File: config.mk
export PLATFORM = sky130hd
export DESIGN_NAME = scaled_control_sum_mixer
export DESIGN_NICKNAME = d
export VERILOG_FILES = /design/src/hdl/scm_pkg.sv /design/src/hdl/scm_regs.sv /design/src/hdl/scm_dp.sv /design/src/hdl/scm_ctrl.sv /design/src/hdl/scaled_control_sum_mixer.sv
export SDC_FILE = /design/constraint.sdc
export NUM_CORES = 2
export LEC_CHECK = 0
export ABC_CLOCK_PERIOD_IN_PS = 12500
export BUFFER_PORTS_ARGS = -buffer_cell sky130_fd_sc_hd__buf_4
export CAP_MARGIN = 20
export CORE_MARGIN = 5
export CORE_UTILIZATION = 50
export CTS_CLUSTER_DIAMETER = 120
export CTS_CLUSTER_SIZE = 12
export DETAILED_ROUTE_END_ITERATION = 10
export PLACE_DENSITY = 0.66
export SYNTH_ARGS = -nofsm -noshare
export SYNTH_HDL_FRONTEND = slang
export SYNTH_SLANG_ARGS = --single-unit
File: constraint.sdc
create_clock -name clk -period 12.5 [get_ports clk]
set_input_delay 1.25 -clock clk [delete_from_list [all_inputs] [get_ports clk]]
set_output_delay 1.25 -clock clk [all_outputs]
set_load 0.005 [all_outputs]
File: src/hdl/scm_pkg.sv
// Package: types, constants and arithmetic helpers of the scaled control sum mixer.
`timescale 1ns / 1ps

package scm_pkg;

	localparam int SLOT_COUNT = 32;
	localparam int SLOT_W     = (SLOT_COUNT > 1) ? $clog2(SLOT_COUNT) : 1;
	localparam int FRAC_BITS  = 12;
	localparam int VAL_W      = 16;
	localparam int SUM_W      = 22;
	localparam int PROD_W     = SUM_W + VAL_W;
	localparam int REG_COUNT  = 5;
	localparam int ADDR_W     = $clog2(4 * REG_COUNT);
	localparam int DATA_W     = 32;
	localparam int CHECK_LIM_I = (1001 << FRAC_BITS) / 1000;
	localparam logic signed [VAL_W:0] CHECK_LIM = (VAL_W + 1)'(CHECK_LIM_I);

	typedef enum logic [2:0] {
		REG_OUT_NEG_GAIN = 3'd0,
		REG_OUT_POS_GAIN = 3'd1,
		REG_OUT_BIAS     = 3'd2,
		REG_OUT_LOWER    = 3'd3,
		REG_OUT_UPPER    = 3'd4
	} reg_idx_t;

	typedef enum logic [2:0] {
		ST_OK         = 3'd0,
		ST_BIAS_HIGH  = 3'd1,
		ST_BIAS_LOW   = 3'd2,
		ST_LOWER_ABOVE = 3'd3,
		ST_LOWER_LOW  = 3'd4,
		ST_UPPER_HIGH = 3'd5
	} status_t;

	typedef enum logic {
		CMD_SAMPLE = 1'b0,
		CMD_LOAD   = 1'b1
	} command_t;

	typedef enum logic {
		KIND_MIX    = 1'b0,
		KIND_STATUS = 1'b1
	} kind_t;

	typedef struct packed {
		logic                    command;
		logic [4:0]              slot;
		logic signed [VAL_W-1:0] control_value;
		logic signed [VAL_W-1:0] neg_gain;
		logic signed [VAL_W-1:0] pos_gain;
		logic signed [VAL_W-1:0] bias;
		logic signed [VAL_W-1:0] lower;
		logic signed [VAL_W-1:0] upper;
		logic                    last;
	} req_t;

	typedef struct packed {
		logic                    kind;
		logic signed [VAL_W-1:0] mix_out;
		logic [2:0]              status;
	} res_t;

	typedef struct packed {
		logic signed [VAL_W-1:0] neg_gain;
		logic signed [VAL_W-1:0] pos_gain;
		logic signed [VAL_W-1:0] bias;
		logic signed [VAL_W-1:0] lower;
		logic signed [VAL_W-1:0] upper;
	} scaler_t;

	typedef struct packed {
		logic take;
		logic load;
		logic mul_en;
		logic mul_mix;
		logic acc_en;
		logic push_load;
		logic push_mix;
	} dp_cmd_t;

	function automatic status_t check_scaler(
		input logic signed [VAL_W-1:0] b,
		input logic signed [VAL_W-1:0] lo,
		input logic signed [VAL_W-1:0] hi
	);
		logic signed [VAL_W:0] be;
		logic signed [VAL_W:0] le;
		logic signed [VAL_W:0] he;
		status_t st;
		be = (VAL_W + 1)'(b);
		le = (VAL_W + 1)'(lo);
		he = (VAL_W + 1)'(hi);
		if (be > CHECK_LIM) st = ST_BIAS_HIGH;
		else if (be < -CHECK_LIM) st = ST_BIAS_LOW;
		else if (le > he) st = ST_LOWER_ABOVE;
		else if (le < -CHECK_LIM) st = ST_LOWER_LOW;
		else if (he > CHECK_LIM) st = ST_UPPER_HIGH;
		else st = ST_OK;
		return st;
	endfunction

	// floor shift of the product, add bias, clamp upper first then lower
	function automatic logic signed [VAL_W-1:0] scale_clamp(
		input logic signed [PROD_W-1:0] p,
		input logic signed [VAL_W-1:0]  b,
		input logic signed [VAL_W-1:0]  lo,
		input logic signed [VAL_W-1:0]  hi
	);
		logic signed [PROD_W-1:0] sh;
		logic signed [PROD_W:0]   y;
		logic signed [VAL_W-1:0]  r;
		sh = p >>> FRAC_BITS;
		y  = (PROD_W + 1)'(sh) + (PROD_W + 1)'(b);
		if (y > (PROD_W + 1)'(hi)) r = hi;
		else if (y < (PROD_W + 1)'(lo)) r = lo;
		else r = y[VAL_W-1:0];
		return r;
	endfunction

endpackage

File: src/hdl/scm_regs.sv
// Configuration register file of the output scaler, APB-style access.
`timescale 1ns / 1ps

module scm_regs (
	input  logic                         clk,
	input  logic                         arst_n,
	input  logic                         psel,
	input  logic                         penable,
	input  logic                         pwrite,
	input  logic [scm_pkg::ADDR_W-1:0]   paddr,
	input  logic [scm_pkg::DATA_W-1:0]   pwdata,
	output logic [scm_pkg::DATA_W-1:0]   prdata,
	output logic                         pready,
	output scm_pkg::scaler_t             cfg
);

	scm_pkg::scaler_t cfg_q;
	scm_pkg::reg_idx_t idx;
	logic wr_en;

	assign idx    = scm_pkg::reg_idx_t'(paddr[scm_pkg::ADDR_W-1:2]);
	assign wr_en  = psel & penable & pwrite;
	assign pready = 1'b1;
	assign cfg    = cfg_q;

	always_ff @(posedge clk or negedge arst_n) begin
		if (!arst_n) begin
			cfg_q.neg_gain <= 16'sd4096;
			cfg_q.pos_gain <= 16'sd4096;
			cfg_q.bias     <= 16'sd0;
			cfg_q.lower    <= -16'sd4096;
			cfg_q.upper    <= 16'sd4096;
		end else if (wr_en) begin
			unique case (idx)
				scm_pkg::REG_OUT_NEG_GAIN: cfg_q.neg_gain <= pwdata[scm_pkg::VAL_W-1:0];
				scm_pkg::REG_OUT_POS_GAIN: cfg_q.pos_gain <= pwdata[scm_pkg::VAL_W-1:0];
				scm_pkg::REG_OUT_BIAS:     cfg_q.bias     <= pwdata[scm_pkg::VAL_W-1:0];
				scm_pkg::REG_OUT_LOWER:    cfg_q.lower    <= pwdata[scm_pkg::VAL_W-1:0];
				scm_pkg::REG_OUT_UPPER:    cfg_q.upper    <= pwdata[scm_pkg::VAL_W-1:0];
				default: ;
			endcase
		end
	end

	always_comb begin
		unique case (idx)
			scm_pkg::REG_OUT_NEG_GAIN: prdata = scm_pkg::DATA_W'(cfg_q.neg_gain);
			scm_pkg::REG_OUT_POS_GAIN: prdata = scm_pkg::DATA_W'(cfg_q.pos_gain);
			scm_pkg::REG_OUT_BIAS:     prdata = scm_pkg::DATA_W'(cfg_q.bias);
			scm_pkg::REG_OUT_LOWER:    prdata = scm_pkg::DATA_W'(cfg_q.lower);
			scm_pkg::REG_OUT_UPPER:    prdata = scm_pkg::DATA_W'(cfg_q.upper);
			default:                   prdata = '0;
		endcase
	end

endmodule

File: src/hdl/scm_dp.sv
// Datapath: slot scaler table, shared multiplier, accumulator and result register.
`timescale 1ns / 1ps

module scm_dp (
	input  logic              clk,
	input  logic              arst_n,
	input  scm_pkg::dp_cmd_t  cmd,
	input  scm_pkg::req_t     req,
	input  scm_pkg::scaler_t  cfg,
	output scm_pkg::res_t     res
);

	scm_pkg::scaler_t mem [scm_pkg::SLOT_COUNT];
	scm_pkg::scaler_t rd_q;
	scm_pkg::scaler_t wr_entry;
	logic [scm_pkg::SLOT_W-1:0] idx;

	logic signed [scm_pkg::VAL_W-1:0]  ctl_q;
	logic [2:0]                        status_q;
	logic signed [scm_pkg::PROD_W-1:0] prod_q;
	logic signed [scm_pkg::SUM_W-1:0]  sum_q;
	scm_pkg::res_t                     res_q;

	logic signed [scm_pkg::SUM_W-1:0] mul_a;
	logic signed [scm_pkg::VAL_W-1:0] mul_b;
	logic signed [scm_pkg::VAL_W-1:0] y;
	logic signed [scm_pkg::VAL_W-1:0] mix;
	logic signed [scm_pkg::SUM_W:0]   sum_ext;
	logic signed [scm_pkg::SUM_W-1:0] sum_sat;

	assign idx = req.slot[scm_pkg::SLOT_W-1:0];

	always_comb begin
		wr_entry.neg_gain = req.neg_gain;
		wr_entry.pos_gain = req.pos_gain;
		wr_entry.bias     = req.bias;
		wr_entry.lower    = req.lower;
		wr_entry.upper    = req.upper;
	end

	always_ff @(posedge clk) begin
		if (cmd.take && cmd.load) begin
			mem[idx] <= wr_entry;
		end
		if (cmd.take) begin
			rd_q     <= mem[idx];
			ctl_q    <= req.control_value;
			status_q <= scm_pkg::check_scaler(req.bias, req.lower, req.upper);
		end
	end

	// one multiplier serves the slot scaler and the output scaler
	always_comb begin
		if (cmd.mul_mix) begin
			mul_a = sum_q;
			mul_b = sum_q[scm_pkg::SUM_W-1] ? cfg.neg_gain : cfg.pos_gain;
		end else begin
			mul_a = scm_pkg::SUM_W'(ctl_q);
			mul_b = ctl_q[scm_pkg::VAL_W-1] ? rd_q.neg_gain : rd_q.pos_gain;
		end
	end

	always_ff @(posedge clk) begin
		if (cmd.mul_en) begin
			prod_q <= scm_pkg::PROD_W'(mul_a) * scm_pkg::PROD_W'(mul_b);
		end
	end

	assign y       = scm_pkg::scale_clamp(prod_q, rd_q.bias, rd_q.lower, rd_q.upper);
	assign mix     = scm_pkg::scale_clamp(prod_q, cfg.bias, cfg.lower, cfg.upper);
	assign sum_ext = (scm_pkg::SUM_W + 1)'(sum_q) + (scm_pkg::SUM_W + 1)'(y);

	always_comb begin
		if (sum_ext[scm_pkg::SUM_W] != sum_ext[scm_pkg::SUM_W-1]) begin
			sum_sat = {sum_ext[scm_pkg::SUM_W], {(scm_pkg::SUM_W - 1){~sum_ext[scm_pkg::SUM_W]}}};
		end else begin
			sum_sat = sum_ext[scm_pkg::SUM_W-1:0];
		end
	end

	always_ff @(posedge clk or negedge arst_n) begin
		if (!arst_n) begin
			sum_q <= '0;
		end else if (cmd.push_mix) begin
			sum_q <= '0;
		end else if (cmd.acc_en) begin
			sum_q <= sum_sat;
		end
	end

	always_ff @(posedge clk) begin
		if (cmd.push_load) begin
			res_q.kind    <= scm_pkg::KIND_STATUS;
			res_q.mix_out <= '0;
			res_q.status  <= status_q;
		end else if (cmd.push_mix) begin
			res_q.kind    <= scm_pkg::KIND_MIX;
			res_q.mix_out <= mix;
			res_q.status  <= scm_pkg::ST_OK;
		end
	end

	assign res = res_q;

endmodule

File: src/hdl/scm_ctrl.sv
// Controller: sequences one request through table read, multiply, accumulate and output.
`timescale 1ns / 1ps

module scm_ctrl (
	input  logic             clk,
	input  logic             arst_n,
	input  logic             cmd_valid,
	input  logic             cmd_command,
	input  logic             cmd_last,
	output logic             cmd_stall,
	output logic             res_valid,
	input  logic             res_stall,
	output scm_pkg::dp_cmd_t dp_cmd
);

	typedef enum logic [2:0] {
		S_IDLE,
		S_LOAD_RES,
		S_MUL1,
		S_ACC,
		S_MUL2,
		S_MIX_RES
	} state_t;

	state_t state_q;
	logic   last_q;
	logic   out_valid_q;
	logic   out_free;
	logic   push;

	assign out_free  = !out_valid_q || !res_stall;
	assign cmd_stall = (state_q != S_IDLE);
	assign res_valid = out_valid_q;
	assign push      = dp_cmd.push_load || dp_cmd.push_mix;

	always_comb begin
		dp_cmd = '0;
		unique case (state_q)
			S_IDLE: begin
				dp_cmd.take = cmd_valid;
				dp_cmd.load = cmd_valid && (cmd_command == scm_pkg::CMD_LOAD);
			end
			S_LOAD_RES: dp_cmd.push_load = out_free;
			S_MUL1:     dp_cmd.mul_en = 1'b1;
			S_ACC:      dp_cmd.acc_en = 1'b1;
			S_MUL2: begin
				dp_cmd.mul_en  = 1'b1;
				dp_cmd.mul_mix = 1'b1;
			end
			S_MIX_RES:  dp_cmd.push_mix = out_free;
			default: ;
		endcase
	end

	always_ff @(posedge clk or negedge arst_n) begin
		if (!arst_n) begin
			state_q     <= S_IDLE;
			last_q      <= 1'b0;
			out_valid_q <= 1'b0;
		end else begin
			if (push) begin
				out_valid_q <= 1'b1;
			end else if (!res_stall) begin
				out_valid_q <= 1'b0;
			end
			unique case (state_q)
				S_IDLE: begin
					if (cmd_valid) begin
						last_q  <= cmd_last;
						state_q <= (cmd_command == scm_pkg::CMD_LOAD) ? S_LOAD_RES : S_MUL1;
					end
				end
				S_LOAD_RES: if (out_free) state_q <= S_IDLE;
				S_MUL1:     state_q <= S_ACC;
				S_ACC:      state_q <= last_q ? S_MUL2 : S_IDLE;
				S_MUL2:     state_q <= S_MIX_RES;
				S_MIX_RES:  if (out_free) state_q <= S_IDLE;
				default:    state_q <= S_IDLE;
			endcase
		end
	end

	a_push_free: assert property (@(posedge clk) disable iff (!arst_n)
		push |-> (!out_valid_q || !res_stall))
		else $error("result pushed over an unaccepted result");

	a_one_at_a_time: assert property (@(posedge clk) disable iff (!arst_n)
		dp_cmd.take |=> cmd_stall)
		else $error("new request taken while one is in progress");

	a_mid_sample_silent: assert property (@(posedge clk) disable iff (!arst_n)
		(dp_cmd.take && (cmd_command == scm_pkg::CMD_SAMPLE) && !cmd_last)
		|=> !push ##1 !push ##1 !cmd_stall)
		else $error("non-final sample produced a result or did not finish");

	a_load_status_only: assert property (@(posedge clk) disable iff (!arst_n)
		(dp_cmd.take && (cmd_command == scm_pkg::CMD_LOAD)) |=> !dp_cmd.mul_en && !dp_cmd.acc_en)
		else $error("load request entered the arithmetic path");

endmodule

File: src/hdl/scaled_control_sum_mixer.sv
// Top level of the scaled control sum mixer: register file, controller and datapath.
//
//  channel   dir  handshake             payload
//  cmd       in   cmd_valid/cmd_stall   cmd_data (load or control sample)
//  res       out  res_valid/res_stall   res_data (load status or mixed output)
//  config    in   APB psel/penable      output scaler registers at 4*i
//
// With a registered table read and one shared multiplier, a load passes a status
// state, a sample multiply and accumulate, a final sample also multiply and mix out.
// One request is in flight at a time; cmd_stall is low only when idle.
// A finished result waits in the output register while the next request runs.
// Reset clears control state and the running sum; the slot table is not cleared.
`timescale 1ns / 1ps

module scaled_control_sum_mixer (
	input  logic                       clk,
	input  logic                       arst_n,
	input  logic                       cmd_valid,
	output logic                       cmd_stall,
	input  scm_pkg::req_t              cmd_data,
	output logic                       res_valid,
	input  logic                       res_stall,
	output scm_pkg::res_t              res_data,
	input  logic                       psel,
	input  logic                       penable,
	input  logic                       pwrite,
	input  logic [scm_pkg::ADDR_W-1:0] paddr,
	input  logic [scm_pkg::DATA_W-1:0] pwdata,
	output logic [scm_pkg::DATA_W-1:0] prdata,
	output logic                       pready
);

	scm_pkg::scaler_t cfg;
	scm_pkg::dp_cmd_t dp_cmd;

	scm_regs u_regs (
		.clk     (clk),
		.arst_n  (arst_n),
		.psel    (psel),
		.penable (penable),
		.pwrite  (pwrite),
		.paddr   (paddr),
		.pwdata  (pwdata),
		.prdata  (prdata),
		.pready  (pready),
		.cfg     (cfg)
	);

	scm_ctrl u_ctrl (
		.clk         (clk),
		.arst_n      (arst_n),
		.cmd_valid   (cmd_valid),
		.cmd_command (cmd_data.command),
		.cmd_last    (cmd_data.last),
		.cmd_stall   (cmd_stall),
		.res_valid   (res_valid),
		.res_stall   (res_stall),
		.dp_cmd      (dp_cmd)
	);

	scm_dp u_dp (
		.clk    (clk),
		.arst_n (arst_n),
		.cmd    (dp_cmd),
		.req    (cmd_data),
		.cfg    (cfg),
		.res    (res_data)
	);

endmodule
==> impl_metrics.ini <==
[die]
fp.coreArea_um2 = 248000
ios = 202
die_h_um = 509
rows = 183
die_area_um2 = 259000
die_x_um = 509
start_util = 0.502

[cts]
cts_buffer_depth = 4
postCtsSetupRepairBufs = 0
holdBufCountCts = 0
cts_resized = 0
clock_latency_ns = 0.95
cts_tree = yes
htreeDepth = 5
numCtsBuffers = 285
cts-root-buf = clkbuf_16
cts.sinks = 2812
clk_pin_slew_ns = 0.07

[synthesis]
avgSynthCellArea_um2 = 18.0
ys_warn_count = 0
synth_cells = 6903
ys_ff_latch = 2812
seq_area_frac_synth = 0.672
synth_area_leaders = edfxtp_1 65%, mux4_2 12%, fa_1 5.6%, ha_1 2.9%, dfrtp_1 2.0%
synth-main-ff-cell = edfxtp_1
netlist_area_um2 = 125000
ys_async_sr_fraction = 0.0381
yosysUniqueCellTypes = 77
synthDominantCellAreaShare = 0.648
synth_top_area_cell = edfxtp_1
synth_edf_count = 2688
synth_nets = 7686

[detailed_routing]
ant_nets = 0
first_pass_iters = 5
dr.first_iter.drc_count = 7840
vias = 66800
wl_mm = 332
wl_per_cell_um = 31.4
avgViaCountPerCell = 6.32
drc = 0

[timing]
period_share = 0.753
skew_ns = 0.0666
maxSlewHeadroom = 0.167
clock.fmax_mhz = 106
post-route-min-period_ns = 9.41
grt_setup_unrepaired = no
tightest_slew_ns = 1.25
setup_viol_count_final = 0
hold_viol = 0
setup_tns_ns = 0
drv_slew = 0

[worst_setup_path]
crit_required_ns = 13.16
endpoint = u_dp.prod_q[34]
startpoint_type = flip-flop
rrSetupSlack_ns = 3.09
reg2reg_from = u_ctrl.state_q[2]
cp-startpoint = u_ctrl.state_q[2]
max_stage_delay_ns = 0.92
slowest_stage = nor3b_4
path_cells = nor3b_4 -> buf_12 -> nor2b_1 -> a21oi_1 -> nor2_1 -> fa_1 -> fa_1 -> inv_1 -> fa_1 -> fa_1 -> fa_1 -> fa_1 -> inv_1 -> ha_1 -> and3_1 -> nand2_1 -> or3_1 -> o2111a_1 -> nor3_2 -> a21oi_1 -> o21bai_1 -> xor2_1
critPathKind = reg -> reg
cp.arrival_ns = 10.08
crit_fanout = 75
crit_top_cell = fa_1
reg2reg_depth = 22
cp-end-kind = flip-flop
r2r_end = u_dp.prod_q[34]

[grt]
grt_pass1_vias = 67800
track_usage = 0.256
antenna_found_initial = 28
grt_first_pass_wirelength_mm = 478
grt_overflow_total = 0
grt_max_degree = 98

[placement]
dpl.hpwl_mm = 191
portBuffers = 182
place_congestion = 0.892

[finish]
final_common_cell = edfxtp_1
final_cell_mix = 2,688 x edfxtp_1, 642 x mux4_2, 496 x inv_1
area_growth_pct = 10.8
drive_gt1_frac = 0.199
final_nets = 7976

[hold_path]
hold_path.class = in -> async

[run]
cap_violations = 0

[status]
status = complete, no violations
[state kept, by name, indices dropped and copies added (netlist names)]
name              count
u_ctrl.res_valid      1
u_dp.status_q         3
u_dp.res             20
u_dp.rd_q            80
u_dp.ctl_q           16
u_ctrl.last_q         1
u_dp.sum_q           22
u_regs.cfg           80
u_dp.prod_q          26
u_ctrl.state_q        3
u_dp.mem           2560
[worst min path at each step]
stage               cells past startpoint          start                end
global placement                        1    u_dp.res[3]        u_dp.res[3]
global route                            1         arst_n     u_regs.cfg[49]
finish                                  1         arst_n     u_regs.cfg[49]
detailed placement                      1    u_dp.res[4]        u_dp.res[4]
CTS                                     1         arst_n     u_regs.cfg[49]
floorplan                               2  u_ctrl.last_q  u_ctrl.state_q[2]
[critical path: cells and delay by family (launching register included)]
kind,cells,cell delay (ns)
buffers and inverters,3,0.91
adder cells (fa/ha/maj),7,3.57
flip-flops,1,0.73
AO/OA/AOI/OAI,4,1.31
AND/OR/NAND/NOR,7,2.48
XOR/XNOR,1,0.09
[cell families after synthesis]
group                      after synthesis  synth area share
DFF                                   2812             0.672
adders and majority gates              638            0.0850
xor gates and xnor gates                99           0.00696
buffers and inverters                  828            0.0258
and+or+nand+nor                        869            0.0326
AOI/OAI and AO/OA                      835            0.0464
other                                    1         0.0000301
muxes                                  821             0.131
[cell type report]
cell class                      instances  area [um^2]
Fill cell                           18800       110000
Sequential cell                      2812        83700
Multi-Input combinational cell       3263        38000
Clock buffer                          316         7420
Tap cell                             3330         4170
Timing Repair Buffer                  335         2660
Inverter                              496         1860
Clock inverter                          8         73.8
Antenna cell                           13         32.5
[routing by layer]
metal  routed length, um  global-route usage
met4               10100              0.0739
met5                 418             0.00932
met1              129000               0.357
met3               32700              0.0539
met2              160000               0.413
[per-stage QoR]
stage,utilization,instances,cell area (um^2),hold WS [ns],setup WS (ns)
final,0.555,10600,138000,0.280,3.09
after global routing,0.555,10600,138000,0.277,2.67
after CTS,0.555,10600,138000,0.249,3.14
after detailed placement,0.525,10200,130000,0.479,3.18
after global placement,0.525,10200,130000,0.470,3.19
after floorplan,-,6903,125000,0.446,1.95
[synth_stat cells (6+ instances only)]
master and count:
nor2_1 222, a211o_1 13, clkbuf_1 234, o211ai_1 13, edfxtp_1 2688, nor4_1 6, nor3_1 28, xnor2_1 68
a211oi_1 23, buf_2 6, nand2b_1 33, a21oi_1 138, buf_1 70, o21bai_1 12, ha_1 288, xor2_1 31
o31ai_1 6, a221o_1 16, mux2_2 73, a21o_1 85, or3_1 8, dfxtp_1 17, and2_1 38, nor2b_1 30
nand3_1 35, o21a_1 18, o21ai_0 88, o22ai_1 18, o21ai_1 23, and3_1 14, a22oi_1 333, fa_1 348
a31oi_1 7, mux4_2 642, dfrtp_1 100, dfstp_2 7, buf_4 19, nand2_1 319, a221oi_1 6, mux2i_1 105
nand4_1 109, inv_1 496
Power is not shown: default switching activity piles up to over one toggle a cycle in this logic, so the estimate is an artifact.
